<file path="src/rtl/fjot_pkg.sv">
package fjot_pkg;

	localparam int INDEX_BITS      = 16;
	localparam int MAX_FRAC_DIGITS = 9;
	localparam int POS_BITS        = 16;

	// result kinds
	localparam logic [2:0] K_KEY_CHAR = 3'd0;
	localparam logic [2:0] K_KEY_END  = 3'd1;
	localparam logic [2:0] K_STR_CHAR = 3'd2;
	localparam logic [2:0] K_STR_END  = 3'd3;
	localparam logic [2:0] K_INT      = 3'd4;
	localparam logic [2:0] K_FLOAT    = 3'd5;
	localparam logic [2:0] K_DONE     = 3'd6;
	localparam logic [2:0] K_ERROR    = 3'd7;

	// character codes
	localparam logic [7:0] CH_LBRACE = 8'h7B;
	localparam logic [7:0] CH_RBRACE = 8'h7D;
	localparam logic [7:0] CH_COLON  = 8'h3A;
	localparam logic [7:0] CH_BSLASH = 8'h5C;
	localparam logic [7:0] CH_DOT    = 8'h2E;
	localparam logic [7:0] CH_MINUS  = 8'h2D;
	localparam logic [7:0] CH_COMMA  = 8'h2C;
	localparam logic [7:0] CH_TAB    = 8'h09;
	localparam logic [7:0] CH_LF     = 8'h0A;
	localparam logic [7:0] CH_SPACE  = 8'h20;
	localparam logic [7:0] CH_QUOTE  = 8'h22;
	localparam logic [7:0] CH_ZERO   = 8'h30;
	localparam logic [7:0] CH_NINE   = 8'h39;

	// result tdata layout, lowest bit up
	localparam int TD_CHAR_LO  = 0;
	localparam int TD_INT_LO   = 8;
	localparam int TD_FRAC_LO  = 40;
	localparam int TD_DIG_LO   = 70;
	localparam int TD_NEG      = 74;
	localparam int TD_POS_LO   = 75;
	localparam int TD_USED     = 91;
	localparam int TD_BITS     = 96;

	typedef struct packed {
		logic [2:0]          kind;
		logic [7:0]          char_byte;
		logic signed [31:0]  int_value;
		logic [29:0]         frac_value;
		logic [3:0]          frac_digits;
		logic                is_negative;
		logic [POS_BITS-1:0] position;
		logic                run_last;
	} res_t;

	typedef struct packed {
		logic [2:0]            mode;
		logic                  esc;
		logic                  expv;
		logic [31:0]           iacc;
		logic [29:0]           facc;
		logic [3:0]            fcnt;
		logic                  neg;
		logic                  flt;
		logic [INDEX_BITS-1:0] idx;
	} state_t;

	typedef struct packed {
		logic [1:0] cnt;
		res_t       r0;
		res_t       r1;
	} step_t;

endpackage

</file>
<file path="src/rtl/flat_json_object_tokenizer.sv">
// Tokenizer for a flat JSON object, one text byte per input item with tlast on the
// buffer's final byte. Each accepted byte yields zero, one or two result items
// (tuser = kind, tlast = last result of that byte). A byte is registered, decoded
// combinationally and its results land in a two-entry output buffer, so a new byte is
// taken every cycle as long as results drain; a byte that gives two results holds
// the input while both wait in the output buffer. No clearing pass after reset.
module flat_json_object_tokenizer import fjot_pkg::*; (
	input  logic               clk,
	input  logic               arst_n,
	input  logic               s_tvalid,
	output logic               s_tready,
	input  logic [7:0]         s_tdata,   // data_byte
	input  logic               s_tlast,   // last_byte
	output logic               m_tvalid,
	input  logic               m_tready,
	output logic [TD_BITS-1:0] m_tdata,   // char_byte, int_value, frac_value,
	                                      // frac_digits, is_negative, position
	output logic [2:0]         m_tuser,   // kind
	output logic               m_tlast    // run_last
);

	logic       valid_s1;
	logic [7:0] byte_s1;
	logic       last_s1;
	state_t     st_q;
	state_t     st_nx;
	step_t      step;
	res_t       out0_q;
	res_t       out1_q;
	logic [1:0] cnt_q;
	logic       pop;
	logic       proc;

	fjot_step u_step (
		.st        (st_q),
		.data_byte (byte_s1),
		.last_byte (last_s1),
		.nx        (st_nx),
		.res       (step)
	);

	assign pop      = m_tvalid && m_tready;
	assign proc     = valid_s1 && ((cnt_q == 2'd0) || ((cnt_q == 2'd1) && pop));
	assign s_tready = !valid_s1 || proc;

	always_ff @(posedge clk or negedge arst_n) begin
		if (!arst_n) begin
			valid_s1 <= 1'b0;
		end else if (s_tready) begin
			valid_s1 <= s_tvalid;
		end
	end

	always_ff @(posedge clk) begin
		if (s_tvalid && s_tready) begin
			byte_s1 <= s_tdata;
			last_s1 <= s_tlast;
		end
	end

	always_ff @(posedge clk or negedge arst_n) begin
		if (!arst_n) begin
			st_q  <= '0;
			cnt_q <= 2'd0;
		end else if (proc) begin
			st_q  <= st_nx;
			cnt_q <= step.cnt;
		end else if (pop) begin
			cnt_q <= cnt_q - 2'd1;
		end
	end

	always_ff @(posedge clk) begin
		if (proc) begin
			out0_q <= step.r0;
			out1_q <= step.r1;
		end else if (pop) begin
			out0_q <= out1_q;
		end
	end

	assign m_tvalid = (cnt_q != 2'd0);
	assign m_tuser  = out0_q.kind;
	assign m_tlast  = out0_q.run_last;
	assign m_tdata  = {(TD_BITS - TD_USED)'(0), out0_q.position, out0_q.is_negative,
		out0_q.frac_digits, out0_q.frac_value, out0_q.int_value, out0_q.char_byte};

endmodule

</file>
<file path="src/rtl/fjot_step.sv">
module fjot_step import fjot_pkg::*; (
	input  state_t     st,
	input  logic [7:0] data_byte,
	input  logic       last_byte,
	output state_t     nx,
	output step_t      res
);

	localparam logic [2:0] MODE_BRACE    = 3'd0;
	localparam logic [2:0] MODE_OBJECT   = 3'd1;
	localparam logic [2:0] MODE_STRING   = 3'd2;
	localparam logic [2:0] MODE_NUMBER   = 3'd3;
	localparam logic [2:0] MODE_FINISHED = 3'd4;

	logic        is_dig;
	logic        is_ws;
	logic [3:0]  dgt;
	logic [31:0] iacc_next;
	logic [29:0] facc_next;
	logic [31:0] signed_iv;
	logic        pri_v;
	logic        sec_v;
	logic        fail_v;
	res_t        pri;
	res_t        sec;
	res_t        fail_tok;
	state_t      mid;

	assign is_dig    = (data_byte >= CH_ZERO) && (data_byte <= CH_NINE);
	assign is_ws     = (data_byte == CH_SPACE) || (data_byte == CH_LF) || (data_byte == CH_TAB);
	assign dgt       = 4'(data_byte - CH_ZERO);
	// times ten as two shifted adds
	assign iacc_next = {st.iacc[28:0], 3'b000} + {st.iacc[30:0], 1'b0} + 32'(dgt);
	assign facc_next = {st.facc[26:0], 3'b000} + {st.facc[28:0], 1'b0} + 30'(dgt);
	assign signed_iv = st.neg ? (32'd0 - st.iacc) : st.iacc;

	always_comb begin
		mid   = st;
		pri_v = 1'b0;
		sec_v = 1'b0;
		pri   = '0;
		sec   = '0;
		unique case (st.mode)
			MODE_BRACE: begin
				if (data_byte == CH_LBRACE) begin
					mid.mode = MODE_OBJECT;
					mid.expv = 1'b0;
				end else begin
					pri_v    = 1'b1;
					pri.kind = K_ERROR;
					mid.mode = MODE_FINISHED;
				end
			end
			MODE_OBJECT: begin
				if (is_ws) begin
					mid = st;
				end else if (data_byte == CH_RBRACE) begin
					pri_v        = 1'b1;
					pri.kind     = K_DONE;
					pri.position = POS_BITS'(st.idx);
					mid.mode     = MODE_FINISHED;
				end else if (!st.expv) begin
					if (data_byte == CH_QUOTE) begin
						mid.mode = MODE_STRING;
						mid.esc  = 1'b0;
					end else if (data_byte == CH_COLON) begin
						pri_v    = 1'b1;
						pri.kind = K_ERROR;
						mid.mode = MODE_FINISHED;
					end
				end else if (data_byte == CH_COLON) begin
					mid = st;
				end else if (data_byte == CH_QUOTE) begin
					mid.mode = MODE_STRING;
					mid.esc  = 1'b0;
				end else if (data_byte == CH_MINUS || is_dig) begin
					// fresh number, first byte already taken in
					mid.mode = MODE_NUMBER;
					mid.iacc = is_dig ? 32'(dgt) : 32'd0;
					mid.facc = '0;
					mid.fcnt = '0;
					mid.neg  = (data_byte == CH_MINUS);
					mid.flt  = 1'b0;
				end else begin
					pri_v    = 1'b1;
					pri.kind = K_ERROR;
					mid.mode = MODE_FINISHED;
				end
			end
			MODE_STRING: begin
				if (st.esc) begin
					mid.esc       = 1'b0;
					pri_v         = 1'b1;
					pri.kind      = st.expv ? K_STR_CHAR : K_KEY_CHAR;
					pri.char_byte = data_byte;
				end else if (data_byte == CH_BSLASH) begin
					mid.esc = 1'b1;
				end else if (data_byte == CH_QUOTE) begin
					pri_v    = 1'b1;
					pri.kind = st.expv ? K_STR_END : K_KEY_END;
					mid.expv = !st.expv;
					mid.mode = MODE_OBJECT;
				end else begin
					pri_v         = 1'b1;
					pri.kind      = st.expv ? K_STR_CHAR : K_KEY_CHAR;
					pri.char_byte = data_byte;
				end
			end
			MODE_NUMBER: begin
				if (is_dig) begin
					if (!st.flt) begin
						mid.iacc = iacc_next;
					end else if (st.fcnt < 4'(MAX_FRAC_DIGITS)) begin
						mid.facc = facc_next;
						mid.fcnt = st.fcnt + 4'd1;
					end
				end else if (data_byte == CH_DOT) begin
					mid.flt = 1'b1;
				end else if (data_byte == CH_MINUS) begin
					mid.neg = 1'b1;
				end else if (data_byte == CH_COMMA || data_byte == CH_RBRACE ||
						data_byte == CH_SPACE) begin
					pri_v           = 1'b1;
					pri.kind        = st.flt ? K_FLOAT : K_INT;
					pri.int_value   = signed_iv;
					pri.frac_value  = st.flt ? st.facc : 30'd0;
					pri.frac_digits = st.flt ? st.fcnt : 4'd0;
					pri.is_negative = st.neg;
					mid.iacc        = '0;
					mid.facc        = '0;
					mid.fcnt        = '0;
					mid.neg         = 1'b0;
					mid.flt         = 1'b0;
					mid.expv        = 1'b0;
					mid.mode        = MODE_OBJECT;
					// closing brace ends the object right after the number
					if (data_byte == CH_RBRACE) begin
						sec_v        = 1'b1;
						sec.kind     = K_DONE;
						sec.position = POS_BITS'(st.idx);
						mid.mode     = MODE_FINISHED;
					end
				end else begin
					mid.iacc = '0;
					mid.facc = '0;
					mid.fcnt = '0;
					mid.neg  = 1'b0;
					mid.flt  = 1'b0;
					pri_v    = 1'b1;
					pri.kind = K_ERROR;
					mid.mode = MODE_FINISHED;
				end
			end
			default: begin
				mid = st;
			end
		endcase
		mid.idx = st.idx + INDEX_BITS'(1);
	end

	// buffer ends without done or error
	assign fail_v = last_byte && (mid.mode != MODE_FINISHED) && (mid.mode <= MODE_NUMBER);

	always_comb begin
		fail_tok      = '0;
		fail_tok.kind = K_ERROR;
		res.cnt       = 2'(pri_v) + 2'(sec_v) + 2'(fail_v);
		res.r0        = pri_v ? pri : fail_tok;
		res.r1        = sec_v ? sec : fail_tok;
		res.r0.run_last = (res.cnt == 2'd1);
		res.r1.run_last = (res.cnt == 2'd2);
		if (last_byte) begin
			nx      = '0;
			nx.mode = MODE_BRACE;
		end else begin
			nx = mid;
		end
	end

endmodule

</file>
<file path="config.mk">
export PLATFORM = sky130hd
export DESIGN_NAME = flat_json_object_tokenizer
export DESIGN_NICKNAME = d
export VERILOG_FILES = /design/src/rtl/fjot_pkg.sv /design/src/rtl/flat_json_object_tokenizer.sv /design/src/rtl/fjot_step.sv
export SDC_FILE = /design/constraint.sdc
export NUM_CORES = 1
export LEC_CHECK = 0
export ABC_CLOCK_PERIOD_IN_PS = 4600
export BUFFER_PORTS_ARGS = -buffer_cell sky130_fd_sc_hd__buf_2
export CORE_MARGIN = 5
export CORE_UTILIZATION = 61
export DETAILED_ROUTE_END_ITERATION = 16
export GPL_TIMING_DRIVEN = 1
export PLACE_DENSITY = 0.81
export SETUP_SLACK_MARGIN = 0.1
export SLEW_MARGIN = 20
export SYNTH_ARGS = -nofsm -noshare
export SYNTH_HDL_FRONTEND = slang
export SYNTH_SLANG_ARGS = --single-unit
</file>
<file path="constraint.sdc">
create_clock -name clk -period 4.6 [get_ports clk]
set_input_delay 0.46 -clock clk [delete_from_list [all_inputs] [get_ports clk]]
set_output_delay 0.46 -clock clk [all_outputs]
set_load 0.02 [all_outputs]
</file>
==> impl_metrics.tcl, run 1 <==
set metrics [dict create \
    status "completed" \
    critical_path_buf_inv_count 0 \
    skew_ns 0.0185 \
    dpl_cell_area_um2 13900 \
    r2r_start "byte_s1[3]" \
    fin_nets 1488 \
    cts_resized 0 \
    synthTopCellsByArea "edfxtp_1 28%, dfrtp_1 18%, ha_1 11%, xor2_1 4.1%, nand2_1 3.7%" \
    grt-ovfl-total 0 \
    start_util_pct 62.3 \
    irDropWorstVdd_mv 0.761 \
    post-place-cells 1601 \
    syn_inst 1261 \
    p_per_area_nw_per_um2 465 \
    slew_viol_final 0 \
    startpoint_type "flop" \
    synth-edff-count 123 \
    critPathArrivalTime_ns 4.06 \
    syn_area_um2 13100 \
    grt_max_degree 82 \
    cpMaxStageDelayCell "edfxtp_1" \
    endpoint_kind "flop" \
    io_buffers 109 \
    cts_buffers 24 \
    yosysSeqAreaShare_pct 45.6 \
    rsz0062_at_grt "no" \
    n_antenna_cell 0 \
    final_cell_mix "130 x nand2_1, 123 x edfxtp_1, 118 x ha_1" \
    h-tree-depth 1 \
    gp_congestion 0.921 \
    ys_async_sr_fraction_pct 42.8 \
    final_area_um2 14700 \
    cts_setup_buffers 0 \
    cp_max_fo 16 \
    p_leak_nw 6.84 \
    drive_gt1_share_pct 15.7 \
    cpMostUsedCell "a31oi_1" \
    fmax_ghz 0.271 \
    drt-vias-per-instance 6.01 \
    min_period_over_period_pct 80.3 \
    area_growth_pct 11.5 \
    crit_family "compound AO/OA/AOI/OAI gates" \
    clkTransAtPathRegs_ns 0.06 \
    finalHoldViolations 0 \
    r2r_setup_slack_ns 0.91 \
    vias 9886 \
    drtIter0Drc 719 \
    min_period_ns 3.69 \
    netSwitchingPower_mw 2.36 \
    p_int_mw 4.45 \
    ys_warn_count 0 \
    path_class "reg -> reg" \
    syn_avg_cell_area_um2 10.4 \
    worstPathCellList "fa_1, ha_1, a211oi_1, nor2_1, o21bai_1, o211ai_1, a31oi_1, o21ai_0, a31oi_1, xor2_1, o21ai_1" \
    cts_max_path_buffers 3 \
    ios 115 \
    post-route-drc-count 0 \
    worstSkewPairLatency_ns 0.52 \
    p_clk_share_pct 28.0 \
    hold_slack_ns 0.0542 \
    die_w_um 157 \
    post_drt_wl_per_cell_um 17.4 \
    holdCritPathClass "in -> async" \
    dpl.hpwl_um 19900 \
    slew_headroom_pct 30.9 \
    cts_root_buf "clkbuf_16" \
    fp-row-count 53 \
    combPwrFrac_pct 27.9 \
    die_area_um2 24600 \
    r2r_end "st_q[49]" \
    grt_pass1_wl_um 48300 \
    synth-seq-cells 215 \
    design.core.area_um2 21100 \
    ys.flop_type "edfxtp_1" \
    yosysTopAreaCellShare_pct 28.1 \
    yosys.area.top_type "edfxtp_1" \
    wl_um 28600 \
    cts_tree "done" \
    instances_no_fill 1645 \
    switching_share_pct 34.7 \
    grt.total_usage_pct 23.7 \
    worst_pin_slew_ns 1.04 \
    die_y_um 157 \
    antenna_left 0 \
    setup_viol 0 \
    crit_start "byte_s1[3]" \
    first_pass_iters 5 \
    final_core_util_pct 69.5 \
    grt_pass1_vias 9769 \
    drv_cap 0 \
    power_frac_seq_pct 44.0 \
    synth.distinct_cells 76 \
    cpPeakStageDelay_ns 0.71 \
    tns_ns 0 \
    cts_hold_buffers 0 \
    fillCellCount 1601 \
    r2r_cells 11 \
    grt_antenna_before_repair 0 \
    cts.sinks 215 \
    mostFrequentLayoutCell "nand2_1" \
    required_ns 4.97 \
]
layer usage:
layer | share of wire, % | GRT usage (%) | wire (um)
met1 | 44 | 33.1 | 12600
met2 | 48 | 39.6 | 13800
met3 | 5.6 | 2.49 | 1610
met4 | 2.0 | 6.78 | 584
met5 | 0 | 0 | 0
worst max-delay path by stage:
stage	to	slack (ns)	cells past startpoint
finish	st_q[49]	0.91	11
floorplan	m_tlast	1.32	11
CTS	st_q[49]	0.93	11
global placement	st_q[49]	1.10	11
detailed placement	st_q[49]	0.94	11
global route	st_q[49]	0.63	11
area by class of cell:
| class | instances | area (um^2) | share of cell area [%] |
|---|---|---|---|
| Tap cell | 275 | 344 | 2.35 |
| Inverter | 29 | 110 | 0.751 |
| Timing Repair Buffer | 121 | 638 | 4.35 |
| Clock buffer | 35 | 703 | 4.80 |
| Clock inverter | 9 | 97.6 | 0.666 |
| Multi-Input combinational cell | 961 | 6770 | 46.2 |
| Sequential cell | 215 | 6000 | 40.9 |
logic make-up (layout without fill, tap and decap cells):
logic type	count (synthesis)	in the layout	synth area share, %
fa+ha+maj	123	123	12.0
xor+xnor	95	95	6.33
flops	215	215	45.6
compound gates	296	296	15.7
other cells	2	6	0.0571
mux	6	6	0.486
simple gates	435	435	16.7
buf+inv	89	194	3.10
power groups by stage:
| stage | registers [mW] | logic (mW) | clock network (mW) |
|---|---|---|---|
| 5_1_grt | 3.06 | 2.07 | 2.04 |
| 2_1_floorplan | 3.45 | 0.897 | 0 |
| 6_report | 3.00 | 1.90 | 1.91 |
| 4_1_cts | 3.01 | 1.93 | 1.95 |
| 3_3_place_gp | 3.02 | 1.89 | 0 |
| 3_5_place_dp | 3.04 | 1.92 | 0 |
metrics by stage:
step	setup WS [ns]	power (mW)
2_1_floorplan	1.32	4.34
3_3_place_gp	1.10	4.91
3_5_place_dp	0.941	4.96
4_1_cts	0.929	6.89
5_1_grt	0.634	7.17
6_report	0.905	6.82
Yosys cell counts, types with 24 or more instances:
cell type and number:
a21oi_1 52, xor2_1 61, and2_1 24, nand2_1 130
inv_1 28, dfrtp_1 92, clkbuf_1 40, nor2_1 100
and3_1 47, edfxtp_1 123, ha_1 118, o21ai_0 62
xnor2_1 34, a21o_1 25
registers in the layout, summed over array words and instances (netlist names):
signal and cells:
byte_s1 8, cnt_q 2, last_s1 1, m_tdata 91, m_tlast 1, m_tuser 3
out1_q 19, st_q 89, valid_s1 1
No activity file was read; power rests on OpenSTA's default activity.
==> run 2, diff against run 1 <==
- ABC_CLOCK_PERIOD_IN_PS: 4600 -> 3710
- clock period: 4.6 -> 3.71 ns (I/O delays scaled with it)
==> run 2 against run 1 <==
Against the previous run: global-route usage grew 0.43 points; cell area is 1.6% higher; sequential share of layout area decreased by 0.66 points; sequential cell count stayed put; fmax up 8.2%; count of clock-buffer cells in the layout is 1 lower; wire length is 3.6% higher; highest routed layer unchanged; combinational power up 28%.
==> impl_metrics.tcl, run 2 (same netlist as run 1, synthesis figures left out) <==
set metrics [dict create \
    finalHoldViolations 0 \
    grt_antenna_before_repair 0 \
    slew_headroom_pct 29.2 \
    mostFrequentLayoutCell "nand2_1" \
    vias 10000 \
    p_per_area_nw_per_um2 594 \
    final_cell_mix "130 x nand2_1, 123 x edfxtp_1, 118 x ha_1" \
    cp_max_fo 7 \
    setup_viol 0 \
    grt_max_degree 61 \
    worstSkewPairLatency_ns 0.52 \
    irDropWorstVdd_mv 0.989 \
    fin_nets 1498 \
    start_util_pct 62.3 \
    io_buffers 109 \
    drtIter0Drc 853 \
    largest_reg_flops 91 \
    status "completed" \
    critical_path_buf_inv_count 0 \
    area_growth_pct 13.3 \
    fillCellCount 1532 \
    die_w_um 157 \
    min_period_over_period_pct 92.0 \
    hold_path_depth 1 \
    dpl.hpwl_um 20800 \
    fmax_ghz 0.293 \
    critPathArrivalTime_ns 3.68 \
    post-place-cells 1610 \
    design.core.area_um2 21100 \
    cts_tree "done" \
    gp_congestion 0.946 \
    wl_um 29700 \
    gr-usage-met1_pct 32.9 \
    n_antenna_cell 0 \
    cts.sinks 215 \
    first_pass_iters 5 \
    cpMaxStageDelayCell "or4b_4" \
    post-route-drc-count 0 \
    required_ns 3.97 \
    rsz0062_at_grt "yes" \
    cts_root_buf "clkbuf_16" \
    cts_max_path_buffers 3 \
    holdCritPathClass "in -> reg" \
    antenna_left 0 \
    cts_setup_buffers 0 \
    post_drt_wl_per_cell_um 17.9 \
    startpoint_type "flop" \
    holdPathEnd "byte_s1[5]" \
    r2r_setup_slack_ns 0.30 \
    r2r_cells 10 \
    tns_ns 0 \
    cts_buffers 24 \
    cpPeakStageDelay_ns 0.61 \
    worstPathCellList "or4b_4, or4_4, nand3_1, a21oi_1, or2_2, a22oi_2, nand4b_1, fa_1, nand3b_1, nand2_1" \
    path_class "reg -> reg" \
    crit_family "simple AND/OR/NAND/NOR gates" \
    grt-ovfl-total 0 \
    grt.total_usage_pct 24.1 \
    p_leak_nw 6.95 \
    grt_pass1_vias 9866 \
    slew_viol_final 0 \
    worst_pin_slew_ns 1.06 \
    min_period_ns 3.41 \
    instances_no_fill 1655 \
    fp-row-count 53 \
    die_y_um 157 \
    drive_gt1_share_pct 16.6 \
    busiest_layer "met2" \
    drv_cap 0 \
    h-tree-depth 1 \
    min-delay-start "s_tdata[5]" \
    ios 115 \
    r2r_end "m_tlast" \
    die_area_um2 24600 \
    r2r_start "byte_s1[4]" \
    clkTransAtPathRegs_ns 0.05 \
    skew_ns 0.0231 \
    drt-vias-per-instance 6.04 \
    grtUsageMet3_pct 3.10 \
    grt_pass1_wl_um 49100 \
    endpoint_kind "flop" \
    met2_usage_pct 40.2 \
]
-- run 2: changes by cell type in the layout (fill, tap and decap cells not counted), sizes merged --
cell	before	now
buf	121	130
bufinv	2	6
clkinv	7	5
clkbuf	35	34
dlygate4sd3	0	1
inv	29	28
-- run 2: how the worst max path moves through the flow --
stage	to	start	slack [ns]	depth (start not counted)
2_1_floorplan	m_tlast	byte_s1[4]	0.43	11
3_3_place_gp	m_tlast	byte_s1[4]	0.28	10
3_5_place_dp	m_tlast	byte_s1[4]	0.21	10
4_1_cts	m_tlast	byte_s1[4]	0.18	10
5_1_grt	st_q[82]	st_q[66]	0.09	11
6_report	m_tlast	byte_s1[4]	0.30	10
-- run 2: repair_timing --
item                                   in CTS  in global routing
hold buffers                                1                  0
resized for setup                           0                  6
setup endpoints to repair                   0                  7
endpoints found under the hold margin      45                  0
-- run 2: final cells by class --
class	count	area, um^2	share of cell area (%)
repair buffers	131	728	4.89
clock inverters	10	196	1.32
inverters	29	110	0.739
multi-input cells	961	6800	45.6
flip-flops and latches	215	6000	40.3
well taps	275	344	2.31
clock buffers	34	721	4.84
-- run 2: per-layer routing --
layer / routed length, um / vias to the layer above
li1: - / 4820
met3: 1590 / 67
met2: 14300 / 312
met4: 824 / 0
met1: 12900 / 4804
met5: 0 / -
-- run 2: per-stage QoR --
step | area [um^2] | util, % | setup slack [ns] | hold WS, ns | power [mW]
after floorplan | 13200 | - | 0.426 | 0.0754 | 5.38
after global placement | 13900 | 66.1 | 0.276 | 0.440 | 6.11
after detailed placement | 13900 | 66.1 | 0.208 | 0.451 | 6.19
after CTS | 14900 | 70.5 | 0.178 | 0.0162 | 8.92
after global routing | 14900 | 70.6 | 0.0914 | 0.0237 | 9.25
final | 14900 | 70.6 | 0.295 | 0.0351 | 8.84
-- run 2: where the power goes --
| part | switching [mW] | total (mW) | internal [mW] |
|---|---|---|---|
| clock | 0.942 | 2.70 | 1.76 |
| combinational | 1.72 | 2.43 | 0.716 |
| sequential | 0.330 | 3.71 | 3.38 |
-- run 2: worst reg2reg max path: cells and delay by family, from the launching register on --
family                     cells  cell delay (ns)
AOI/OAI and AO/OA              2             0.33
DFF                            1             0.44
adders and majority gates      1             0.58
and+or+nand+nor                7             1.82
